$ cat src/hw/rtl/sfr_pkg.sv
`default_nettype none
package sfr_pkg;

	localparam int unsigned BYTE_W    = 8;
	localparam int unsigned DOOR_W    = 3;
	localparam int unsigned CFG_IDX_W = 1;
	localparam int unsigned STORE_N   = 4;
	localparam int unsigned STORE_IDX_W = $clog2(STORE_N);

	localparam logic [CFG_IDX_W-1:0] REG_SYNC_VALUE = 1'd0;
	localparam logic [CFG_IDX_W-1:0] REG_CRC_SEED   = 1'd1;

	localparam logic [BYTE_W-1:0] SYNC_RESET  = 8'h55;
	localparam logic [BYTE_W-1:0] SEED_RESET  = 8'hF3;
	localparam logic [BYTE_W-1:0] CRC_POLY    = 8'h07;
	localparam logic [BYTE_W-1:0] STATUS_ADDR = 8'h00;
	localparam logic [BYTE_W-1:0] STATUS_CODE = 8'h12;

	localparam logic [DOOR_W-1:0] DOOR_OPEN    = 3'd0;
	localparam logic [DOOR_W-1:0] DOOR_CLOSED  = 3'd1;
	localparam logic [DOOR_W-1:0] DOOR_VENTING = 3'd2;
	localparam logic [DOOR_W-1:0] DOOR_OPENING = 3'd3;
	localparam logic [DOOR_W-1:0] DOOR_CLOSING = 3'd4;
	localparam logic [DOOR_W-1:0] DOOR_ERROR   = 3'd5;
	localparam logic [DOOR_W-1:0] DOOR_STOPPED = 3'd6;
	localparam logic [DOOR_W-1:0] DOOR_UNKNOWN = 3'd7;

	typedef enum logic [2:0] {
		PH_HUNT  = 3'd0,
		PH_SKIP  = 3'd1,
		PH_DATA0 = 3'd2,
		PH_DATA1 = 3'd3,
		PH_DATA2 = 3'd4,
		PH_DATA3 = 3'd5,
		PH_CHECK = 3'd6
	} phase_t;

	typedef struct packed {
		logic [BYTE_W-1:0] frame_byte0;
		logic [BYTE_W-1:0] frame_byte1;
		logic [BYTE_W-1:0] frame_byte2;
		logic [BYTE_W-1:0] frame_byte3;
		logic              status_frame;
		logic [DOOR_W-1:0] door_state;
	} frame_t;

	typedef struct packed {
		logic   hit;
		frame_t frame;
	} parse_res_t;

	function automatic logic [BYTE_W-1:0] crc8_byte(input logic [BYTE_W-1:0] crc,
			input logic [BYTE_W-1:0] b);
		logic [BYTE_W-1:0] c;
		c = crc ^ b;
		for (int k = 0; k < BYTE_W; k++) begin
			if (c[BYTE_W-1]) begin
				c = {c[BYTE_W-2:0], 1'b0} ^ CRC_POLY;
			end else begin
				c = {c[BYTE_W-2:0], 1'b0};
			end
		end
		return c;
	endfunction

	function automatic logic [DOOR_W-1:0] decode_door(input logic [BYTE_W-1:0] s);
		logic [DOOR_W-1:0] d;
		priority if (s[0])            d = DOOR_OPEN;
		else if (s[1])                d = DOOR_CLOSED;
		else if (s[7])                d = DOOR_VENTING;
		else if (s[6:5] == 2'b10)     d = DOOR_OPENING;
		else if (s[6:5] == 2'b11)     d = DOOR_CLOSING;
		else if (s[4])                d = DOOR_ERROR;
		else                          d = DOOR_STOPPED;
		return d;
	endfunction

endpackage
`default_nettype wire

$ cat src/hw/rtl/sfr_if.sv
`default_nettype none
interface sfr_rx_if;
	logic                      valid;
	logic                      ready;
	logic [sfr_pkg::BYTE_W-1:0] rx_byte;

	modport source (output valid, output rx_byte, input ready);
	modport sink (input valid, input rx_byte, output ready);
endinterface

interface sfr_frame_if;
	logic                       valid;
	logic                       ready;
	logic [sfr_pkg::BYTE_W-1:0] frame_byte0;
	logic [sfr_pkg::BYTE_W-1:0] frame_byte1;
	logic [sfr_pkg::BYTE_W-1:0] frame_byte2;
	logic [sfr_pkg::BYTE_W-1:0] frame_byte3;
	logic                       status_frame;
	logic [sfr_pkg::DOOR_W-1:0] door_state;

	modport source (output valid, output frame_byte0, output frame_byte1,
		output frame_byte2, output frame_byte3, output status_frame,
		output door_state, input ready);
	modport sink (input valid, input frame_byte0, input frame_byte1,
		input frame_byte2, input frame_byte3, input status_frame,
		input door_state, output ready);
endinterface
`default_nettype wire

$ cat src/hw/rtl/status_frame_receiver.sv
`default_nettype none
// channel   dir  fields                                               width
// rx        in   rx_byte                                              8
// frame     out  frame_byte0..3, status_frame, door_state             8x4, 1, 3
// cfg       in   cfg_we, cfg_index (0 sync_value, 1 crc_seed), cfg_wdata  1, 1, 8
//
// one rx beat per cycle while rx is not stalled; a good frame shows up on frame the cycle after its check byte
// the rx beat is parsed in one pass into a single result register
// rx stalls only while that result register is full and frame.ready is low
// arst_n resets the phase, crc, kept door state (unknown) and config registers
module status_frame_receiver (
	input  wire logic                          clk,
	input  wire logic                          arst_n,
	sfr_rx_if.sink                             rx,
	sfr_frame_if.source                        frame,
	input  wire logic                          cfg_we,
	input  wire logic [sfr_pkg::CFG_IDX_W-1:0] cfg_index,
	input  wire logic [sfr_pkg::BYTE_W-1:0]    cfg_wdata
);

	logic [sfr_pkg::BYTE_W-1:0] sync_value_q;
	logic [sfr_pkg::BYTE_W-1:0] crc_seed_q;
	logic                       out_valid_q;
	sfr_pkg::frame_t            frame_s1;
	sfr_pkg::parse_res_t        res;
	logic                       beat_en;

	assign rx.ready = !out_valid_q || frame.ready;
	assign beat_en  = rx.valid && rx.ready;

	always_ff @(posedge clk or negedge arst_n) begin
		if (!arst_n) begin
			sync_value_q <= sfr_pkg::SYNC_RESET;
			crc_seed_q   <= sfr_pkg::SEED_RESET;
		end else if (cfg_we) begin
			unique case (cfg_index)
				sfr_pkg::REG_SYNC_VALUE: sync_value_q <= cfg_wdata;
				sfr_pkg::REG_CRC_SEED:   crc_seed_q   <= cfg_wdata;
				default: begin
				end
			endcase
		end
	end

	sfr_parser u_parser (
		.clk        (clk),
		.arst_n     (arst_n),
		.beat_en    (beat_en),
		.rx_byte    (rx.rx_byte),
		.sync_value (sync_value_q),
		.crc_seed   (crc_seed_q),
		.res        (res)
	);

	// result register
	always_ff @(posedge clk or negedge arst_n) begin
		if (!arst_n) begin
			out_valid_q <= 1'b0;
		end else if (beat_en) begin
			out_valid_q <= res.hit;
		end else if (frame.ready) begin
			out_valid_q <= 1'b0;
		end
	end

	always_ff @(posedge clk) begin
		if (beat_en && res.hit) begin
			frame_s1 <= res.frame;
		end
	end

	assign frame.valid        = out_valid_q;
	assign frame.frame_byte0  = frame_s1.frame_byte0;
	assign frame.frame_byte1  = frame_s1.frame_byte1;
	assign frame.frame_byte2  = frame_s1.frame_byte2;
	assign frame.frame_byte3  = frame_s1.frame_byte3;
	assign frame.status_frame = frame_s1.status_frame;
	assign frame.door_state   = frame_s1.door_state;

endmodule
`default_nettype wire

$ cat src/hw/rtl/sfr_parser.sv
`default_nettype none
module sfr_parser (
	input  wire logic                       clk,
	input  wire logic                       arst_n,
	input  wire logic                       beat_en,
	input  wire logic [sfr_pkg::BYTE_W-1:0] rx_byte,
	input  wire logic [sfr_pkg::BYTE_W-1:0] sync_value,
	input  wire logic [sfr_pkg::BYTE_W-1:0] crc_seed,
	output sfr_pkg::parse_res_t             res
);

	sfr_pkg::phase_t            phase_q;
	sfr_pkg::phase_t            phase_d;
	logic [sfr_pkg::BYTE_W-1:0] crc_q;
	logic [sfr_pkg::BYTE_W-1:0] crc_d;
	logic [sfr_pkg::DOOR_W-1:0] door_q;
	logic [sfr_pkg::DOOR_W-1:0] door_d;
	logic [sfr_pkg::BYTE_W-1:0] store_q [sfr_pkg::STORE_N];
	logic                       store_we;
	logic [2:0]                 phase_off;
	logic [sfr_pkg::STORE_IDX_W-1:0] store_idx;
	logic                       status;

	// next phase
	always_comb begin
		unique case (phase_q)
			sfr_pkg::PH_HUNT: begin
				phase_d = (rx_byte == sync_value) ? sfr_pkg::PH_SKIP : sfr_pkg::PH_HUNT;
			end
			sfr_pkg::PH_SKIP:  phase_d = sfr_pkg::PH_DATA0;
			sfr_pkg::PH_DATA0: phase_d = sfr_pkg::PH_DATA1;
			sfr_pkg::PH_DATA1: phase_d = sfr_pkg::PH_DATA2;
			sfr_pkg::PH_DATA2: phase_d = sfr_pkg::PH_DATA3;
			sfr_pkg::PH_DATA3: phase_d = sfr_pkg::PH_CHECK;
			sfr_pkg::PH_CHECK: phase_d = sfr_pkg::PH_HUNT;
			default:           phase_d = sfr_pkg::PH_HUNT;
		endcase
	end

	assign phase_off = phase_q - sfr_pkg::PH_DATA0;
	assign store_idx = phase_off[sfr_pkg::STORE_IDX_W-1:0];
	assign status    = (store_q[0] == sfr_pkg::STATUS_ADDR) &&
		(store_q[1] == sfr_pkg::STATUS_CODE);

	// outputs of the phase machine
	always_comb begin
		crc_d    = crc_q;
		store_we = 1'b0;
		res.hit  = 1'b0;
		unique case (phase_q)
			sfr_pkg::PH_HUNT: begin
				if (rx_byte == sync_value) begin
					crc_d = crc_seed;
				end
			end
			sfr_pkg::PH_SKIP: begin
			end
			sfr_pkg::PH_DATA0, sfr_pkg::PH_DATA1,
			sfr_pkg::PH_DATA2, sfr_pkg::PH_DATA3: begin
				crc_d    = sfr_pkg::crc8_byte(crc_q, rx_byte);
				store_we = 1'b1;
			end
			sfr_pkg::PH_CHECK: begin
				res.hit = (crc_q == rx_byte);
			end
			default: begin
				if (rx_byte == sync_value) begin
					crc_d = crc_seed;
				end
			end
		endcase
		door_d = (res.hit && status) ? sfr_pkg::decode_door(store_q[2]) : door_q;
		res.frame.frame_byte0  = store_q[0];
		res.frame.frame_byte1  = store_q[1];
		res.frame.frame_byte2  = store_q[2];
		res.frame.frame_byte3  = store_q[3];
		res.frame.status_frame = status;
		res.frame.door_state   = door_d;
	end

	always_ff @(posedge clk or negedge arst_n) begin
		if (!arst_n) begin
			phase_q <= sfr_pkg::PH_HUNT;
			crc_q   <= sfr_pkg::SEED_RESET;
			door_q  <= sfr_pkg::DOOR_UNKNOWN;
		end else if (beat_en) begin
			phase_q <= phase_d;
			crc_q   <= crc_d;
			door_q  <= door_d;
		end
	end

	always_ff @(posedge clk) begin
		if (beat_en && store_we) begin
			store_q[store_idx] <= rx_byte;
		end
	end

endmodule
`default_nettype wire
$ cat src/flat_wrapper.sv
// flat-port wrapper written by rule: the top's interface ports become plain ports
module status_frame_receiver_flat 
  (clk, arst_n, cfg_we, cfg_index, cfg_wdata, rx_valid, rx_rx_byte, rx_ready, frame_valid, frame_frame_byte0, frame_frame_byte1, frame_frame_byte2, frame_frame_byte3, frame_status_frame, frame_door_state, frame_ready);
  sfr_rx_if rx_i ();
  sfr_frame_if frame_i ();
  input  wire logic clk;
  input  wire logic arst_n;
  input  wire logic cfg_we;
  input  wire logic [sfr_pkg::CFG_IDX_W-1:0] cfg_index;
  input  wire logic [sfr_pkg::BYTE_W-1:0] cfg_wdata;
  input wire logic [$bits(rx_i.valid)-1:0] rx_valid;
  input wire logic [$bits(rx_i.rx_byte)-1:0] rx_rx_byte;
  output wire logic [$bits(rx_i.ready)-1:0] rx_ready;
  output wire logic [$bits(frame_i.valid)-1:0] frame_valid;
  output wire logic [$bits(frame_i.frame_byte0)-1:0] frame_frame_byte0;
  output wire logic [$bits(frame_i.frame_byte1)-1:0] frame_frame_byte1;
  output wire logic [$bits(frame_i.frame_byte2)-1:0] frame_frame_byte2;
  output wire logic [$bits(frame_i.frame_byte3)-1:0] frame_frame_byte3;
  output wire logic [$bits(frame_i.status_frame)-1:0] frame_status_frame;
  output wire logic [$bits(frame_i.door_state)-1:0] frame_door_state;
  input wire logic [$bits(frame_i.ready)-1:0] frame_ready;
  assign rx_i.valid = rx_valid;
  assign rx_i.rx_byte = rx_rx_byte;
  assign rx_ready = rx_i.ready;
  assign frame_valid = frame_i.valid;
  assign frame_frame_byte0 = frame_i.frame_byte0;
  assign frame_frame_byte1 = frame_i.frame_byte1;
  assign frame_frame_byte2 = frame_i.frame_byte2;
  assign frame_frame_byte3 = frame_i.frame_byte3;
  assign frame_status_frame = frame_i.status_frame;
  assign frame_door_state = frame_i.door_state;
  assign frame_i.ready = frame_ready;
  status_frame_receiver u_core (.clk(clk), .arst_n(arst_n), .rx(rx_i), .frame(frame_i), .cfg_we(cfg_we), .cfg_index(cfg_index), .cfg_wdata(cfg_wdata));
endmodule
$ cat config.mk
export PLATFORM = sky130hd
export DESIGN_NAME = status_frame_receiver_flat
export DESIGN_NICKNAME = d
export VERILOG_FILES = /design/src/hw/rtl/sfr_pkg.sv /design/src/hw/rtl/sfr_if.sv /design/src/hw/rtl/status_frame_receiver.sv /design/src/hw/rtl/sfr_parser.sv /design/src/flat_wrapper.sv
export SDC_FILE = /design/constraint.sdc
export NUM_CORES = 1
export LEC_CHECK = 0
export ABC_AREA = 1
export BUFFER_PORTS_ARGS = -buffer_cell sky130_fd_sc_hd__buf_2
export CAP_MARGIN = 20
export CORE_ASPECT_RATIO = 1.75
export CORE_UTILIZATION = 60
export CTS_CLUSTER_SIZE = 24
export DETAILED_ROUTE_END_ITERATION = 12
export GPL_ROUTABILITY_DRIVEN = 0
export GPL_TIMING_DRIVEN = 1
export PLACE_DENSITY_LB_ADDON = 0.05
export SETUP_SLACK_MARGIN = 0.02
export SLEW_MARGIN = 20
export SYNTH_ARGS = -nofsm -noshare
export SYNTH_HDL_FRONTEND = slang
export SYNTH_SLANG_ARGS = --single-unit
$ cat constraint.sdc
create_clock -name clk -period 5.7 [get_ports clk]
set_input_delay 0.57 -clock clk [delete_from_list [all_inputs] [get_ports clk]]
set_output_delay 0.57 -clock clk [all_outputs]
set_load 0.005 [all_outputs]
==> metrics.md, run 1 <==
| Metric | Value |
|---|---|
| ANT cells | 0 |
| Area contributors post-synth | edfxtp_1 50%, dfstp_2 12%, nand2_1 9.7%, dfrtp_1 7.4%, o21ai_0 3.2% |
| Distinct cells, synth | 30 |
| FFs w/ async S/R, synth | 31.3% |
| Syn avg cell area | 11.8 um2 |
| CTS tree | yes |
| Total Routing Usage GR | 26.4% |
| R2r endpoint | u_core.frame.frame_byte1[6]$_DFFE_PP_ |
| Initial DRC Count | 192 |
| Hold Buf Count CTS | 0 |
| Slew @ Worst Pin | 761 ps |
| Most common cell in the netlist | nand2_1 |
| Detailed Routing Iterations Pass 1 | 4 |
| Final wirelength | 8460 um |
| Routed vias | 2716 |
| Top cell type by total area after synthesis | edfxtp_1 |
| Bufs on Longest Clock Path | 2 |
| Minimum clock period | 2120 ps |
| Placed inst area | 0.00446 mm2 |
| Syn Inst Count | 347 |
| Post-synth EDFFs | 68 |
| Warnings, synthesis | 0 |
| Sequential area share after synthesis | 69.7% |
| Io pins | 60 |
| Synth Register Bits | 99 |
| Die area | 0.00714 mm2 |
| Reg clk slew, reported paths | 70 ps |
| Path type of the worst setup path | flip-flop to flip-flop |
| R2r startpoint | u_core.u_parser.crc_q[5]$_DFFE_PN1P_ |
| Clk_lat worst skew | 350 ps |
| Via density | 5.42 |
| HP Class | primary input to asynchronous set/reset pin |
| H-tree Lvls | 3 |
| Final Hold Viols | 0 |
| Setup TNS Final | 0 ps |
| Fin cells | 501 |
| Fin crit share | 37.2% |
| Vias in the first global route | 2686 |
| Total global routing overflow | 0 |
| Drt drc | 0 |
| Placeable core area | 0.00654 mm2 |
| Clk root buf | clkbuf_16 |
| Hpwl dp | 6120 um |
| Initial core utilization | 62.4% |
| Layout area overhead | 16.6% |
| Crit path required time | 5700 ps |
| Clock Skew | 7.63 ps |
| Synth cell count leaders | 105 x nand2_1, 68 x edfxtp_1, 28 x inv_1 |
| Largest net degree at the start of global routing | 37 |
| Final Max Slew Viols | 0 |
| R2R setup slack | 3580 ps |
| Syn Nets | 372 |
| Fin nets | 439 |
| VDD IR max | 0.301 mV |
| Worst setup EP type | flip-flop |
| Row Count | 39 |
| Slew margin rel. | 49.0% |
| # Max-Cap Violations | 0 |
| Dpl ws | 3280 ps |
| RSZ-0062 raised after global routing | false |
| Post-Syn Area | 0.00408 mm2 |
| Yosys top cell area share | 50.1% |
| Fillers | 475 |
| Final WS setup | 3580 ps |
| Num CTS Buffers | 9 |
| Critical Path AT | 2120 ps |
| DR WL/cell | 16.9 um |
| CTS resizes | 0 |
| Die Y | 111 um |
| Setup Viol. Count Final | 0 |
| Remaining antenna violation count after routing | 0 |
| Initial antenna violation count | 0 |
| Max Clock Freq | 471 MHz |
| Status | finished, final reports clean |
| Share of cells above drive strength 1 | 27.0% |
| Cell Count Post-Placement | 485 |
| Fin area | 0.00475 mm2 |
| P_leak | 2.03 nW |
| Pwr/cell area | 434 mW/mm2 |
| Sink Count | 99 |
| First-pass GRT wire length | 13300 um |
| Crit start category | flip-flop |
| Worst r2r path cells | 7 |
| Worst-path fanout max | 36 |
| Port Buffer Count | 59 |
| Die X | 64.3 um |
| Synth Flop Type | edfxtp_1 |
| Setup bufs post-CTS | 0 |
-- cell type report --
type                            count  area [um2]  area share (%)
Tap cell                           82         103            2.16
Multi-Input combinational cell    212        1090            22.8
Clock inverter                      6        63.8            1.34
Sequential cell                    99        2840            59.8
Timing Repair Buffer               61         310            6.53
Inverter                           31         121            2.55
Clock buffer                       10         229            4.82
-- power breakdown --
| group | internal (W) | switching, W | leakage (nW) |
|---|---|---|---|
| registers | 0.000873 | 0.0000739 | 0.974 |
| clock network | 0.000340 | 0.000257 | 0.140 |
| logic | 0.000187 | 0.000332 | 0.915 |
| total | 0.00140 | 0.000663 | 2.03 |
-- registers in the layout (all words and copies together) (netlist names) --
name and count:
u_core.frame.frame_byte3 8, u_core.u_parser.phase_q 3, u_core.sync_value_q 8, u_core.frame.status_frame 1, u_core.frame.valid 1, u_core.u_parser.store_q 32
u_core.frame.frame_byte2 8, u_core.u_parser.crc_q 8, u_core.u_parser.door_q 3, u_core.frame.frame_byte0 8, u_core.crc_seed_q 8, u_core.frame.frame_byte1 8
u_core.frame.door_state 3
-- critical path, cell delays in order (launching register included) --
cell and delay, ps:
dfstp_2 560, xnor2_1 190, ha_1 200, nand4_1 110, nor2_2 160, nand2_1 100, inv_1 70, buf_4 380
-- per-stage QoR --
step / hold WS [ps] / power [W] / utilization, %
after CTS: 278 / 0.00207 / 72.7
after global routing: 313 / 0.00216 / 72.7
after global placement: 403 / 0.00145 / 68.2
after detailed placement: 405 / 0.00147 / 68.2
after floorplan: 274 / 0.00135 / -
final: 268 / 0.00206 / 72.7
-- cells in the final DEF (no fill, tap or decap), drive strengths merged --
cell / n
xnor2: 14
nor3: 3
a21oi: 2
a211oi: 1
nand3: 15
buf: 61
xor2: 6
dfstp: 19
nor4: 1
dfrtp: 12
nor2: 19
edfxtp: 68
a21boi: 3
inv: 32
ha: 3
clkbuf: 10
clkinvlp: 1
nand2: 110
nand4: 2
bufinv: 1
o21ai: 33
clkinv: 3
-- how the worst max path moves through the flow --
stage                                         start                                     to  slack (ps)  depth (start not counted)
4_1_cts        u_core.u_parser.crc_q[6]$_DFFE_PN1P_  u_core.frame.frame_byte3[7]$_DFFE_PP_        3560                          7
3_5_place_dp                          rx_rx_byte[3]  u_core.frame.frame_byte3[6]$_DFFE_PP_        3280                          8
3_3_place_gp                          rx_rx_byte[5]  u_core.frame.frame_byte3[4]$_DFFE_PP_        3350                          8
6_report       u_core.u_parser.crc_q[5]$_DFFE_PN1P_  u_core.frame.frame_byte1[6]$_DFFE_PP_        3580                          7
5_1_grt        u_core.u_parser.crc_q[6]$_DFFE_PN1P_  u_core.frame.frame_byte3[5]$_DFFE_PP_        3430                          7
2_1_floorplan                         rx_rx_byte[5]   u_core.frame.door_state[0]$_DFFE_PP_        3270                          6
-- cells by family after synthesis --
logic type               share of synthesized area [%]
AND/OR/NAND/NOR                                   15.8
AO/OA/AOI/OAI                                     5.58
flip-flops                                        69.7
buffers and inverters                             3.71
XOR/XNOR                                          4.29
adder cells (fa/ha/maj)                          0.920
-- metal layers --
| layer | global-route usage [%] | vias to the layer above | share of wire (%) |
|---|---|---|---|
| met4 | 15.1 | 0 | 3.3 |
| met5 | 0 | - | 0 |
| li1 | - | 1289 | - |
| met1 | 25.9 | 1318 | 33 |
| met2 | 48.2 | 87 | 60 |
| met3 | 6.58 | 22 | 3.8 |
(Power assumes the default switching activity.)
==> run 2: changes to the inputs <==
ABC_AREA = 0   (was 1)
CORE_UTILIZATION = 56   (was 60)
clock period = 2.09 ns   (was 5.7 ns; I/O delays follow)
==> metrics.md, run 2 <==
| Metric | Value |
|---|---|
| Pwr/cell area | 1220 mW/mm2 (+180%) |
| RSZ-0062 raised after global routing | true |
| Hpwl dp | 5930 um (-3.2%) |
| Slew @ Worst Pin | 707 ps (-54.3 ps) |
| Fin crit share | 105% (+67 points) |
| Drt drc | 0 (unchanged) |
| Total global routing overflow | 0 (unchanged) |
| FFs w/ async S/R, synth | 31.3% (unchanged) |
| Flop pwr share | 42.8% (-3.1 points) |
| Synth Register Bits | 99 (unchanged) |
| Status | complete, but fails checks |
| Total Routing Usage GR | 24.6% (-1.8 points) |
| Post-synth EDFFs | 68 (unchanged) |
| Vias in the first global route | 2375 (-12%) |
| First-pass GRT wire length | 12600 um (-5.1%) |
| Minimum clock period | 2190 ps (+64.5 ps) |
| Sequential area share after synthesis | 72.0% (+2.3 points) |
| Die X | 65.5 um (+1.8%) |
| Port Buffer Count | 59 (unchanged) |
| Initial DRC Count | 242 (+26%) |
| Synth Flop Type | edfxtp_1 |
| Routed vias | 2371 (-13%) |
| Failing checks | setup timing |
| Yosys top cell area share | 51.7% (+1.7 points) |
| Reg clk slew, reported paths | 60 ps (about the same) |
| Remaining antenna violation count after routing | 0 (unchanged) |
| Die Y | 113 um (+1.8%) |
| Slew margin rel. | 52.5% (+3.5 points) |
| Synth cell count leaders | 68 x edfxtp_1, 27 x mux2_2, 19 x dfstp_2 |
| Path type of the worst setup path | flip-flop to flip-flop |
| H-tree Lvls | 3 (unchanged) |
| Fillers | 427 (-10%) |
| Layout area overhead | 27.9% |
| Share of cells above drive strength 1 | 49.6% (+23 points) |
| Critical Path AT | 2270 ps (+150 ps) |
| Detailed Routing Iterations Pass 1 | 4 (unchanged) |
| Die area | 0.00740 mm2 (+3.6%) |
| Via density | 5.45 (+0.54%) |
| P_sw | 0.00174 W (+160%) |
| Clk root buf | clkbuf_16 |
| Setup Viol. Count Final | 35 (+35) |
| Syn avg cell area | 16.3 um2 (+39%) |
| CTS tree | yes |
| Comb power frac | 29.0% (+3.8 points) |
| VDD IR max | 0.754 mV (+150%) |
| Multi-input logic area | 0.00115 mm2 (+5.8%) |
| Row Count | 40 (+2.6%) |
| Clock power share | 28.3% (-0.7 points) |
| Bufs on Longest Clock Path | 2 (unchanged) |
| ANT cells | 0 (unchanged) |
| Placeable core area | 0.00686 mm2 (+4.9%) |
| # Max-Cap Violations | 0 (unchanged) |
| Distinct cells, synth | 40 (+33%) |
| Register area | 0.00284 mm2 (unchanged) |
| Fin nets | 371 (-15%) |
| Initial antenna violation count | 0 (unchanged) |
| Final Max Slew Viols | 0 (unchanged) |
| HP Class | primary input to flip-flop |
| Number of flip-flops under the largest register name | 32 (unchanged) |
| Clk_lat worst skew | 340 ps (about the same) |
| Switch share | 28.3% (-3.8 points) |
| Worst setup EP type | flip-flop |
| Dpl ws | -191 ps (-3470 ps) |
| Warnings, synthesis | 0 (unchanged) |
| Crit path required time | 2180 ps (-3520 ps) |
| Power, Total | 0.00616 W (+200%) |
| Most frequent cells in the layout | 68 x edfxtp_1, 59 x buf_2, 32 x buf_4 |
| Crit start category | flip-flop |
| Post-Syn Area | 0.00395 mm2 (-3.2%) |
| Area contributors post-synth | edfxtp_1 52%, dfstp_2 13%, mux2_2 7.7%, dfrtp_1 7.6%, xnor2_1 3.5% |
| Io pins | 60 (unchanged) |
| Syn Inst Count | 242 (-30%) |
| Largest net degree at the start of global routing | 32 (-14%) |
| P_leak | 1.99 nW (-2.0%) |
| Final Hold Viols | 0 (unchanged) |
| Initial core utilization | 57.6% (-4.8 points) |
| Most common cell in the netlist | edfxtp_1 |
| Clock Skew | 4.52 ps (-3.10 ps) |
| Max Clock Freq | 457 MHz (-2.9%) |
| Cell internal pwr | 0.00441 W (+220%) |
| Syn Nets | 267 (-28%) |
| Commonest non-fill, non-tap cell in the layout | edfxtp_1 |
| Worst-path fanout max | 3 (-92%) |
| Cell Count Post-Placement | 414 (-15%) |
| Final wirelength | 8180 um (-3.3%) |
| Num CTS Buffers | 9 (unchanged) |
| DR WL/cell | 18.8 um (+11%) |
| Sink Count | 99 (unchanged) |
| Final WS setup | -97.7 ps (-3670 ps) |
| Largest Register | u_core.u_parser.store_q |
| Fin cells | 435 (-13%) |
| Top cell type by total area after synthesis | edfxtp_1 |
-- run 2: changes by cell type after synthesis, sizes merged, moves of 4 or more --
cell / delta
inv: -26
mux2: +28
mux2i: +4
nand2: -95
nand2b: +4
nand3: -14
nor2: -12
nor4: +4
o21ai: -25
xor2: +7
-- run 2: critical path: stages (launching register included) --
cell and delay [ps]:
dfstp_2 590, xnor2_4 130, ha_2 180, nand4_1 170, nor4_4 310, and2_4 240
mux2_4 310
-- run 2: stage by stage --
stage          setup TNS (ps)  cell area, um2  hold WS (ps)  utilization, %
2_1_floorplan           -3680            3970         -86.6               -
3_3_place_gp            -2820            4610           282            67.2
3_5_place_dp            -6220            4610           296            67.2
4_1_cts                 -1800            4990          97.3            72.8
5_1_grt                 -6240            5050           102            73.6
6_report                -2260            5050           112            73.6
-- run 2: timing repair --
item | CTS | global route
hold buffers | 1 | 0
pin swaps | 4 | 1
endpoints found under the setup margin | 42 | 45
buffers inserted | 1 | 2
hold endpoints to repair | 12 | 0
gates resized for setup | 9 | 8
gates cloned | 1 | 0
-- run 2: cells by family (layout without fill, tap and decap cells) --
family | Yosys count | count (layout) | synth area share (%)
multiplexers | 32 | 32 | 9.10
adder cells (fa/ha/maj) | 3 | 3 | 0.951
XOR/XNOR | 30 | 30 | 7.04
AND/OR/NAND/NOR | 51 | 51 | 6.88
buffers and inverters | 9 | 118 | 0.951
flip-flops | 99 | 99 | 72.0
AO/OA/AOI/OAI | 18 | 18 | 3.11
-- run 2: power groups by stage --
stage               clock (W)  combinational (W)  sequential [W]
CTS                   0.00179            0.00173         0.00262
global placement            0            0.00163         0.00262
detailed placement          0            0.00166         0.00264
global route          0.00186            0.00193         0.00266
finish                0.00174            0.00178         0.00263
floorplan                   0            0.00118         0.00257
-- run 2: final timing paths --
| check | to | from | slack (ps) | cells past startpoint |
|---|---|---|---|---|
| max | u_core.frame.door_state[0]$_DFFE_PP_ | u_core.u_parser.crc_q[6]$_DFFE_PN1P_ | -100 | 6 |
| min | u_core.crc_seed_q[0]$_DFFE_PN1P_ | cfg_wdata[0] | 110 | 2 |
| max reg2reg | u_core.frame.door_state[0]$_DFFE_PP_ | u_core.u_parser.crc_q[6]$_DFFE_PN1P_ | -100 | 6 |
| min reg2reg | u_core.frame.frame_byte3[5]$_DFFE_PP_ | u_core.u_parser.store_q[3][5]$_DFFE_PP_ | 420 | 0 |
| max in group asynchronous | u_core.sync_value_q[3]$_DFFE_PN0P_ | arst_n | 1180 | 2 |
| min in group asynchronous | u_core.frame.valid$_DFFE_PN0P_ | arst_n | 460 | 2 |
-- run 2: layout make-up --
type                            instances  area share (%)
Inverter                                5           0.446
Tap cell                               84            2.08
Sequential cell                        99            56.3
Timing Repair Buffer                   97            12.1
Clock buffer                           11            4.61
Clock inverter                          5            1.71
Multi-Input combinational cell        134            22.8
-- run 2: routing by layer --
metal	vias to the layer above	part of all wire [%]	GRT usage, %	wire length, um
met5	-	0	0	0
met4	0	4.9	14.5	402
met1	1163	34	26.6	2780
met2	79	57	43.2	4680
li1	1105	-	-	-
met3	24	3.9	5.04	320
